--- config.mk ---
export PLATFORM = sky130hd
export DESIGN_NAME = infix_expression_evaluator
export DESIGN_NICKNAME = d
export VERILOG_FILES = /design/src/rtl/iee_pkg.sv /design/src/rtl/iee_ctrl.sv /design/src/rtl/iee_dp.sv /design/src/rtl/infix_expression_evaluator.sv
export SDC_FILE = /design/constraint.sdc
export NUM_CORES = 2
export LEC_CHECK = 0
export ABC_CLOCK_PERIOD_IN_PS = 21900
export BUFFER_PORTS_ARGS = -buffer_cell sky130_fd_sc_hd__buf_4
export CAP_MARGIN = 20
export CORE_ASPECT_RATIO = 1.75
export CORE_UTILIZATION = 55
export DETAILED_ROUTE_END_ITERATION = 12
export PLACE_DENSITY = 0.71
export SLEW_MARGIN = 20
export SYNTH_ARGS = -nofsm -noshare
export SYNTH_HDL_FRONTEND = slang
export SYNTH_SLANG_ARGS = --single-unit
export TNS_END_PERCENT = 30
--- constraint.sdc ---
create_clock -name clk_i -period 21.9 [get_ports clk_i]
set_input_delay 1.095 -clock clk_i [delete_from_list [all_inputs] [get_ports clk_i]]
set_output_delay 1.095 -clock clk_i [all_outputs]
set_load 0.01 [all_outputs]
--- src/rtl/iee_pkg.sv ---
// Shared types and character codes for the infix expression evaluator.
package iee_pkg;

  localparam logic [7:0] ChSpace = 8'h20;
  localparam logic [7:0] ChPlus  = 8'h2B;
  localparam logic [7:0] ChMinus = 8'h2D;
  localparam logic [7:0] ChStar  = 8'h2A;
  localparam logic [7:0] ChSlash = 8'h2F;
  localparam logic [7:0] ChZero  = 8'h30;
  localparam logic [7:0] ChNine  = 8'h39;
  localparam logic [7:0] ChTab   = 8'h09;
  localparam logic [7:0] ChCr    = 8'h0D;

  localparam int unsigned DataW = 32;
  localparam int unsigned CntW  = $clog2(DataW);

  typedef enum logic [1:0] {
    OP_NONE = 2'd0,
    OP_MUL  = 2'd1,
    OP_DIV  = 2'd2
  } term_op_e;

  // Commands from the controller to the datapath.
  typedef struct packed {
    logic load_char;   // capture the accepted character
    logic num_step;    // feed a non-operator, non-space character to the operand reader
    logic close_num;   // fold the operand into the term (start divider if needed)
    logic div_step;    // one restoring division step
    logic div_finish;  // write the signed quotient into the term
    logic close_term;  // add or subtract the term into the sum
    logic set_op;      // record the operator of the current character
    logic emit;        // load the result register and clear the state
  } cmd_t;

  // Status from the datapath to the controller.
  typedef struct packed {
    logic is_space;
    logic is_addsub;
    logic is_muldiv;
    logic last;
    logic div_needed;
    logic div_done;
    logic out_free;
  } sts_t;

endpackage

--- src/rtl/iee_ctrl.sv ---
// Sequencing state machine of the infix expression evaluator.
module iee_ctrl import iee_pkg::*; (
  input  logic clk_i,
  input  logic rst_ni,
  input  logic in_valid_i,
  output logic in_ready_o,
  input  sts_t sts_i,
  output cmd_t cmd_o
);

  typedef enum logic [6:0] {
    S_IDLE = 7'b0000001,
    S_CHAR = 7'b0000010,
    S_NUM  = 7'b0000100,
    S_DIV  = 7'b0001000,
    S_FIN  = 7'b0010000,
    S_POST = 7'b0100000,
    S_EMIT = 7'b1000000
  } state_e;

  state_e state_q, state_d;
  logic   final_q, final_d;

  always_comb begin
    state_d    = state_q;
    final_d    = final_q;
    cmd_o      = '0;
    in_ready_o = 1'b0;
    case (state_q)
      S_IDLE: begin
        in_ready_o = 1'b1;
        if (in_valid_i) begin
          cmd_o.load_char = 1'b1;
          state_d         = S_CHAR;
        end
      end
      S_CHAR: begin
        if (sts_i.is_addsub || sts_i.is_muldiv) begin
          final_d = 1'b0;
          state_d = S_NUM;
        end else begin
          cmd_o.num_step = !sts_i.is_space;
          final_d        = sts_i.last;
          state_d        = sts_i.last ? S_NUM : S_IDLE;
        end
      end
      S_NUM: begin
        cmd_o.close_num = 1'b1;
        state_d         = sts_i.div_needed ? S_DIV : S_POST;
      end
      S_DIV: begin
        cmd_o.div_step = 1'b1;
        if (sts_i.div_done) begin
          state_d = S_FIN;
        end
      end
      S_FIN: begin
        cmd_o.div_finish = 1'b1;
        state_d          = S_POST;
      end
      S_POST: begin
        if (final_q) begin
          cmd_o.close_term = 1'b1;
          state_d          = S_EMIT;
        end else begin
          cmd_o.close_term = sts_i.is_addsub;
          cmd_o.set_op     = 1'b1;
          final_d          = sts_i.last;
          state_d          = sts_i.last ? S_NUM : S_IDLE;
        end
      end
      S_EMIT: begin
        // hold until the result register can take the value
        if (sts_i.out_free) begin
          cmd_o.emit = 1'b1;
          final_d    = 1'b0;
          state_d    = S_IDLE;
        end
      end
      default: begin
        state_d = S_IDLE;
        final_d = 1'b0;
      end
    endcase
  end

  always_ff @(posedge clk_i or negedge rst_ni) begin
    if (!rst_ni) begin
      state_q <= S_IDLE;
      final_q <= 1'b0;
    end else begin
      state_q <= state_d;
      final_q <= final_d;
    end
  end

endmodule

--- src/rtl/iee_dp.sv ---
// Accumulators, operand reader, multiplier, iterative divider and result register.
module iee_dp import iee_pkg::*; (
  input  logic             clk_i,
  input  logic             rst_ni,
  input  logic [7:0]       ch_i,
  input  logic             last_i,
  input  cmd_t             cmd_i,
  output sts_t             sts_o,
  output logic             out_valid_o,
  input  logic             out_ready_i,
  output logic [DataW-1:0] out_value_o,
  output logic             out_err_o
);

  logic [7:0]       ch_q;
  logic             last_q;
  logic [DataW-1:0] sum_q, sum_d;
  logic [DataW-1:0] term_q, term_d;
  term_op_e         op_q, op_d;
  logic             neg_q, neg_d;
  logic [DataW-1:0] num_q, num_d;
  logic             started_q, started_d;
  logic             ended_q, ended_d;
  logic             err_q, err_d;
  logic [DataW-1:0] rem_q, rem_d;
  logic [DataW-1:0] quo_q, quo_d;
  logic [DataW-1:0] dvs_q, dvs_d;
  logic [CntW-1:0]  cnt_q, cnt_d;
  logic             qneg_q, qneg_d;
  logic             out_valid_q, out_valid_d;
  logic [DataW-1:0] out_value_q, out_value_d;
  logic             out_err_q, out_err_d;

  logic             is_digit, is_ws;
  logic [DataW-1:0] num_x10;
  logic [DataW-1:0] product;
  logic [DataW:0]   rem_sh, diff;
  logic             out_free;

  assign is_digit = ch_q inside {[ChZero:ChNine]};
  assign is_ws    = ch_q inside {[ChTab:ChCr]};
  assign num_x10  = (num_q << 3) + (num_q << 1);
  assign product  = term_q * num_q;
  assign rem_sh   = {rem_q, quo_q[DataW-1]};
  assign diff     = rem_sh - {1'b0, dvs_q};
  assign out_free = !out_valid_q || out_ready_i;

  always_comb begin
    sts_o.is_space   = (ch_q == ChSpace);
    sts_o.is_addsub  = (ch_q == ChPlus) || (ch_q == ChMinus);
    sts_o.is_muldiv  = (ch_q == ChStar) || (ch_q == ChSlash);
    sts_o.last       = last_q;
    sts_o.div_needed = (op_q == OP_DIV) && (num_q != '0);
    sts_o.div_done   = (cnt_q == CntW'(DataW - 1));
    sts_o.out_free   = out_free;
  end

  always_comb begin
    sum_d       = sum_q;
    term_d      = term_q;
    op_d        = op_q;
    neg_d       = neg_q;
    num_d       = num_q;
    started_d   = started_q;
    ended_d     = ended_q;
    err_d       = err_q;
    rem_d       = rem_q;
    quo_d       = quo_q;
    dvs_d       = dvs_q;
    cnt_d       = cnt_q;
    qneg_d      = qneg_q;
    out_valid_d = out_valid_q && !out_ready_i;
    out_value_d = out_value_q;
    out_err_d   = out_err_q;

    if (cmd_i.num_step && !ended_q) begin
      if (is_digit) begin
        num_d     = num_x10 + DataW'(ch_q - ChZero);
        started_d = 1'b1;
      end else if (!(is_ws && !started_q)) begin
        started_d = 1'b1;
        ended_d   = 1'b1;
      end
    end

    if (cmd_i.close_num) begin
      case (op_q)
        OP_MUL: term_d = product;
        OP_DIV: begin
          if (num_q == '0) begin
            err_d  = 1'b1;
            term_d = '0;
          end else begin
            // divide magnitudes, fix the sign at the end
            rem_d  = '0;
            quo_d  = term_q[DataW-1] ? (DataW'(0) - term_q) : term_q;
            dvs_d  = num_q[DataW-1] ? (DataW'(0) - num_q) : num_q;
            cnt_d  = '0;
            qneg_d = term_q[DataW-1] ^ num_q[DataW-1];
          end
        end
        default: term_d = num_q;
      endcase
      op_d      = OP_NONE;
      num_d     = '0;
      started_d = 1'b0;
      ended_d   = 1'b0;
    end

    if (cmd_i.div_step) begin
      if (!diff[DataW]) begin
        rem_d = diff[DataW-1:0];
      end else begin
        rem_d = rem_sh[DataW-1:0];
      end
      quo_d = {quo_q[DataW-2:0], ~diff[DataW]};
      cnt_d = cnt_q + CntW'(1);
    end

    if (cmd_i.div_finish) begin
      term_d = qneg_q ? (DataW'(0) - quo_q) : quo_q;
    end

    if (cmd_i.close_term) begin
      sum_d  = sum_q + (neg_q ? (DataW'(0) - term_q) : term_q);
      term_d = '0;
      neg_d  = 1'b0;
    end

    if (cmd_i.set_op) begin
      case (ch_q)
        ChMinus: neg_d = 1'b1;
        ChPlus:  neg_d = 1'b0;
        ChStar:  op_d  = OP_MUL;
        ChSlash: op_d  = OP_DIV;
        default: op_d  = op_q;
      endcase
    end

    if (cmd_i.emit) begin
      out_valid_d = 1'b1;
      out_value_d = err_q ? '0 : sum_q;
      out_err_d   = err_q;
      sum_d       = '0;
      term_d      = '0;
      op_d        = OP_NONE;
      neg_d       = 1'b0;
      num_d       = '0;
      started_d   = 1'b0;
      ended_d     = 1'b0;
      err_d       = 1'b0;
    end
  end

  always_ff @(posedge clk_i or negedge rst_ni) begin
    if (!rst_ni) begin
      sum_q       <= '0;
      term_q      <= '0;
      op_q        <= OP_NONE;
      neg_q       <= 1'b0;
      num_q       <= '0;
      started_q   <= 1'b0;
      ended_q     <= 1'b0;
      err_q       <= 1'b0;
      cnt_q       <= '0;
      out_valid_q <= 1'b0;
    end else begin
      sum_q       <= sum_d;
      term_q      <= term_d;
      op_q        <= op_d;
      neg_q       <= neg_d;
      num_q       <= num_d;
      started_q   <= started_d;
      ended_q     <= ended_d;
      err_q       <= err_d;
      cnt_q       <= cnt_d;
      out_valid_q <= out_valid_d;
    end
  end

  always_ff @(posedge clk_i) begin
    if (cmd_i.load_char) begin
      ch_q   <= ch_i;
      last_q <= last_i;
    end
    rem_q       <= rem_d;
    quo_q       <= quo_d;
    dvs_q       <= dvs_d;
    qneg_q      <= qneg_d;
    out_value_q <= out_value_d;
    out_err_q   <= out_err_d;
  end

  assign out_valid_o = out_valid_q;
  assign out_value_o = out_value_q;
  assign out_err_o   = out_err_q;

endmodule

--- src/rtl/infix_expression_evaluator.sv ---
// Top level of the streaming infix expression evaluator (+ - * / on 32-bit integers).
//
//   channel   direction  tdata                    tlast             tuser
//   s_axis    in         [7:0] ch (ASCII)         last character    -
//   m_axis    out        [31:0] value (signed)    -                 div_by_zero
//
// A space or operand character is accepted and then decoded.
// An operator is accepted, decoded, folds the operand and applies the operator.
// A divide with a nonzero divisor also runs the restoring divider, which
// retires one quotient bit per cycle, and then applies the sign.
// The last character also folds the final operand and term and loads the
// result register.
// Reset clears all accumulators; no clearing pass is needed.
// A result waits in the output register; the next expression is accepted
// meanwhile and stalls only if its own result is ready before the old one
// is taken.
module infix_expression_evaluator import iee_pkg::*; (
  input  logic        clk_i,
  input  logic        rst_ni,
  input  logic        s_axis_tvalid_i,
  output logic        s_axis_tready_o,
  input  logic [7:0]  s_axis_tdata_i,   // [7:0] ch
  input  logic        s_axis_tlast_i,
  output logic        m_axis_tvalid_o,
  input  logic        m_axis_tready_i,
  output logic [31:0] m_axis_tdata_o,   // [31:0] value
  output logic        m_axis_tuser_o    // [0] div_by_zero
);

  cmd_t cmd;
  sts_t sts;

  // Controller: walks each character through decode, fold, divide and emit.
  iee_ctrl u_ctrl (
    .clk_i      (clk_i),
    .rst_ni     (rst_ni),
    .in_valid_i (s_axis_tvalid_i),
    .in_ready_o (s_axis_tready_o),
    .sts_i      (sts),
    .cmd_o      (cmd)
  );

  // Datapath: holds the sum, term and operand, and the output register.
  iee_dp u_dp (
    .clk_i       (clk_i),
    .rst_ni      (rst_ni),
    .ch_i        (s_axis_tdata_i),
    .last_i      (s_axis_tlast_i),
    .cmd_i       (cmd),
    .sts_o       (sts),
    .out_valid_o (m_axis_tvalid_o),
    .out_ready_i (m_axis_tready_i),
    .out_value_o (m_axis_tdata_o),
    .out_err_o   (m_axis_tuser_o)
  );

endmodule

; ---- Word level (Yosys, flattened, before mapping)
; Cells that the tools add are included.
[word_totals]
romBits = 0
latchBits = 0
mem_count = 0
ram_bits = 0
out_inout_bits = 35
regBits = 255
[classes]
shifts = 0
n_reduce_logical = 37
mux = 76
magnitude_cmp = 4
div_mod_pow = 0
n_mul = 1
bitwise_logic = 4
addsub = 9
eq_ne = 24
[ops]
columns = cell, n
row1 = $mux W32, 23
row2 = $add A32 B32 Y32, 3
row3 = $sub A1 B32 Y32 const A, 3
row4 = $pmux W32 S2, 1
row5 = $pmux W7 S7, 1
row6 = $eq A8 B6 Y1 const B, 5
row7 = $mux W7, 5
row8 = $sub A33 B32 Y33, 1
row9 = $logic_not A32 Y1, 1
row10 = $mul A32 B32 Y32, 1
row11 = $mux W1, 32
row12 = $reduce_bool A32 Y1, 1
row13 = $mux W31, 1
row14 = $mux W5, 4
row15 = $reduce_and A3 Y1, 5
row16 = $reduce_bool A2 Y1, 6
row17 = $sub A8 B6 Y9 const B, 1
row18 = $ge A8 B4 Y1 const B, 1
row19 = $ge A8 B6 Y1 const B, 1
row20 = $le A8 B4 Y1 const B, 1
row21 = $le A8 B6 Y1 const B, 1
row22 = $mux W2, 4
row23 = $reduce_and A2 Y1, 4
row24 = $eq A7 B1 Y1 const B, 1
row25 = other kinds (30), 48

; ---- Longest topological paths before layout
[depth]
ltp_word = 9
ltp_mapped = 28

; ---- Modules after synthesis
; Synthesis repeated with hierarchy kept, for this count alone.
[hier_totals]
hier_cells = 3715
area_unflattened_um2 = 34088.9
[modules_own_cells]
columns = module, n_inst, area_each_um2, cells_each
row1 = iee_dp, 1, 33465.8, 3643
row2 = iee_ctrl, 1, 623.1, 72

; ---- Worst setup path after synthesis
; No wires, ideal clock.
[synth_timing]
path_type = register -> register
start = register u_dp.term_q[15]
end = register u_dp.term_q[30]
path_buffers = 3
t_arrival_ps = 7164
setup_slack_ps = 14594
setup_ps = 142
required_time_ps = 21758
path_stages_with_launch = 26
path_cell_list = dfrtp_1 -> clkbuf_1 -> clkbuf_1 -> and2_1 -> fa_1 -> fa_1 -> fa_1 -> inv_1 -> fa_1 -> inv_1 -> fa_1 -> fa_1 -> fa_1 -> fa_1 -> ha_1 -> clkbuf_1 -> o21ai_0 -> nand2b_1 -> and3_1 -> a221o_1 -> and3_1 -> a221oi_1 -> a21oi_1 -> xor2_1 -> a221oi_1 -> a221oi_2
[synth_between]
elab_chain_cells = 6
[synth_rtl]
columns = item, line
row1 = from (decl), iee_dp.sv:18  ; logic [DataW-1:0] term_q, term_d;
row2 = from (signal assigned), iee_dp.sv:169  ; term_q <= term_d;
row3 = $mul A32 B32 Y32, iee_dp.sv:43  ; assign product = term_q * num_q;
row4 = $pmux W32 S2, iee_dp.sv:87  ; case (op_q)
row5 = $mux W32, iee_dp.sv:86  ; if (cmd_i.close_num) begin
row6 = $mux W32, iee_dp.sv:120  ; if (cmd_i.div_finish) begin
row7 = $mux W32, iee_dp.sv:124  ; if (cmd_i.close_term) begin
row8 = $mux W32, iee_dp.sv:140  ; if (cmd_i.emit) begin
; No other way between the ends. The select of a mux whose other input is x is not followed.
; A chain may end at the register's enable or synchronous reset.

; ---- Worst setup path after layout
[layout_timing]
start = register u_dp.term_q[12]
end = register u_dp.term_q[30]
; The elaborated chain is that of the path after synthesis.

==> results.txt <==
Synthesized area per cell: 9.14 sq um
Post-synth top area share: 0.258
Total of max-cap violations: 0
Synth warn: 0
Worst path slowest cell: dfrtp_1
First drt pass iteration count: 5
Area Growth Syn to Fin: 5.69%
Pin count of the biggest net entering global routing: 69
Largest stage delay on the critical path: 1.03 ns
Hold buffers post-CTS: 0
Resized Gates After CTS: 0
Setup CP Type: flop to flop
Row Count: 120
CP bufs+invs: 4
Die ar.: 62900 sq um
Hold path depth: 1
Final hold violations: 0
Clk slew on worst S/H paths: 0.08 ns
Max FO, Critical Path: 24
GR Util met2: 0.610
Cell mode on critical path: fa_1
RSZ-0062 raised after global routing: no
Critical path required time: 22.32 ns
Synth area leaders: fa_1 26%, edfxtp_1 12%, dfrtp_1 8.5%, ha_1 8.4%, and2_1 5.6%
Final min period: 7.96 ns
Worst setup EP type: flop
Critical Path Start Type: flop
Vias post-DR: 27000
Max Slew Vio Count: 0
Final setup fails: 0
HP Start: u_dp.sum_q[31]$_DFFE_PN0P_
Worst EP arrival: 8.38 ns
Largest area contributor in the netlist: fa_1
Proportion of layout cells with a drive suffix above 1: 0.0582
Top cells by count, synth: 468 x inv_1, 440 x nand2_1, 439 x fa_1
Die height: 331 um
HP Class: flop to flop
Global-route wire length before repair: 163000 um
Worst Tran Pin Value: 1.06 ns
Root Buffer: clkbuf_16
Number of enable flip-flop cells after synthesis: 139
GRT Residual Overflow: 0
Status: completed
Clock skew: 0.0229 ns
Crit path cell chain: and2_1, fa_1, fa_1, fa_1, inv_1, fa_1, inv_1, fa_1, inv_1, fa_1, inv_1, fa_1, fa_1, ha_1, a21o_1, a21oi_1, o21ai_0, a221o_1, and3_1, a221oi_1, a21oi_1, xor2_1, a221oi_1, a221oi_2
DRT antenna net count: 0
CTS H-Tree Depth: 1
Top_reg_cell synth: edfxtp_1
PortBufs: 47
Yosys reg bits: 255
Clk_lat worst skew: 0.58 ns
Post-Syn Instances: 3721
Antenna violations before repair: 6
RR Endpoint: u_dp.term_q[30]$_DFFE_PN0P_
Most frequent cell after synthesis: inv_1
Max frequency: 126 MHz
Origin of the critical flop-to-flop path: u_dp.term_q[12]$_DFFE_PN0P_
All-Layer GR Usage: 0.349
Initial Utilization: 0.557
Relative slew slack: 0.292
Synth Net Count: 4401
Crit. Startpoint: u_dp.term_q[12]$_DFFE_PN0P_
CTS sink count: 255
M1 GR Usage: 0.367
Die Wd: 190 um
Crit path max-delay family: adder cells
Ys async rst share: 0.455
DRC violations left: 0
R2R setup slack: 13.94 ns
Clock Tree Buf Depth: 3
Hold Path End: u_dp.sum_q[31]$_DFFE_PN0P_
WL final: 106000 um
Avg Vias per Cell: 6.05
Sequential share of the synthesized area: 0.208
Synth Cell Area: 34000 sq um
Routed len/inst: 23.6 um
Fin util: 0.588
Worst R2R Path Depth: 24
GR peak layer: met2
CTS tree: built
Setup bufs post-CTS: 0
Vias in the first global route: 28100
Gpl congestion: 0.963
Nets: 4337
Fin Setup TNS: 0 ns
I/O pin count: 48
Core outline area: 61100 sq um
Iteration-0 DRC Markers: 2002
Number of buffers created by CTS: 25
Dpl hpwl: 77700 um
Number of distinct library cells after synthesis: 94
Final period util: 0.364
Met3 Usage GRT: 0.0537
metal layers:
layer | wire length (um) | vias to the layer above
li1 | - | 12000
met3 | 6560 | 477
met1 | 35200 | 13500
met4 | 10700 | 0
met2 | 53300 | 1112
met5 | 0 | -
sequential cells by signal, summed over array words and instances, names as in the netlist, 7 cells and up:
name              count
u_dp.out_value_o     32
u_dp.rem_q           32
u_ctrl.state_q        7
u_dp.quo_q           32
u_dp.term_q          32
u_dp.dvs_q           32
u_dp.ch_q             8
u_dp.sum_q           32
u_dp.num_q           32
cell families after synthesis:
family                   share of synthesized area
multiplexers                               0.00831
buffers and inverters                       0.0763
XOR/XNOR                                    0.0728
flip-flops                                   0.208
adder cells (fa/ha/maj)                      0.342
AO/OA/AOI/OAI                                0.112
AND/OR/NAND/NOR                              0.180
worst register-to-register path, cell delays in order, from the launching register on:
cell and delay [ns]:
dfrtp_1 1.03, and2_1 0.28, fa_1 0.45, fa_1 0.50, fa_1 0.52, inv_1 0.07, fa_1 0.48, inv_1 0.05
fa_1 0.50, inv_1 0.05, fa_1 0.52, inv_1 0.05, fa_1 0.39, fa_1 0.46, ha_1 0.38, a21o_1 0.21
a21oi_1 0.20, o21ai_0 0.14, a221o_1 0.34, and3_1 0.19, a221oi_1 0.30, a21oi_1 0.14, xor2_1 0.18, a221oi_1 0.31
a221oi_2 0.06
cells in the final DEF, fill, tap and decap left out, types with 21 or more instances in the layout:
cell type,n
a211oi_1,24
a21o_1,40
a21oi_1,117
and2_1,303
buf_4,119
clkbuf_16,25
dfrtp_1,112
edfxtp_1,139
fa_1,439
ha_1,228
inv_1,468
mux2i_1,26
nand2_1,438
nand2b_1,38
nand3_1,100
nor2_1,136
nor2b_1,45
nor3_1,41
o21ai_0,195
o31ai_1,31
or3_1,21
xnor2_1,175
xor2_1,106
worst max-delay path by stage:
stage,to,slack (ns),cells after the start
2_1_floorplan,u_dp.term_q[30]$_DFFE_PN0P_,14.59,25
3_3_place_gp,u_dp.term_q[30]$_DFFE_PN0P_,14.10,24
3_5_place_dp,u_dp.term_q[30]$_DFFE_PN0P_,14.07,24
4_1_cts,u_dp.term_q[30]$_DFFE_PN0P_,14.03,24
5_1_grt,u_dp.term_q[30]$_DFFE_PN0P_,13.61,23
6_report,u_dp.term_q[30]$_DFFE_PN0P_,13.94,24
through the flow:
step           cells  hold slack, ns  worst slack, ns  cell area, sq um
3_3_place_gp    4423           0.457            14.10             35100
6_report        4471           0.476            13.94             35900
5_1_grt         4471           0.488            13.61             35900
2_1_floorplan   3721           0.440            14.59             34000
3_5_place_dp    4423           0.467            14.07             35100
4_1_cts         4469           0.476            14.03             35900
cell type report:
type                    count  area, sq um
inverters                 469         1760
clock inverters            13          185
repair buffers            119          893
multi-input cells        2787        24400
flip-flops and latches    255         7080
clock buffers              33          666
well taps                 793          992
fillers                  5319        25200
diodes                      2         5.00
Power is not shown: default switching activity piles up to over one toggle a cycle in this logic, so the estimate is an artifact.
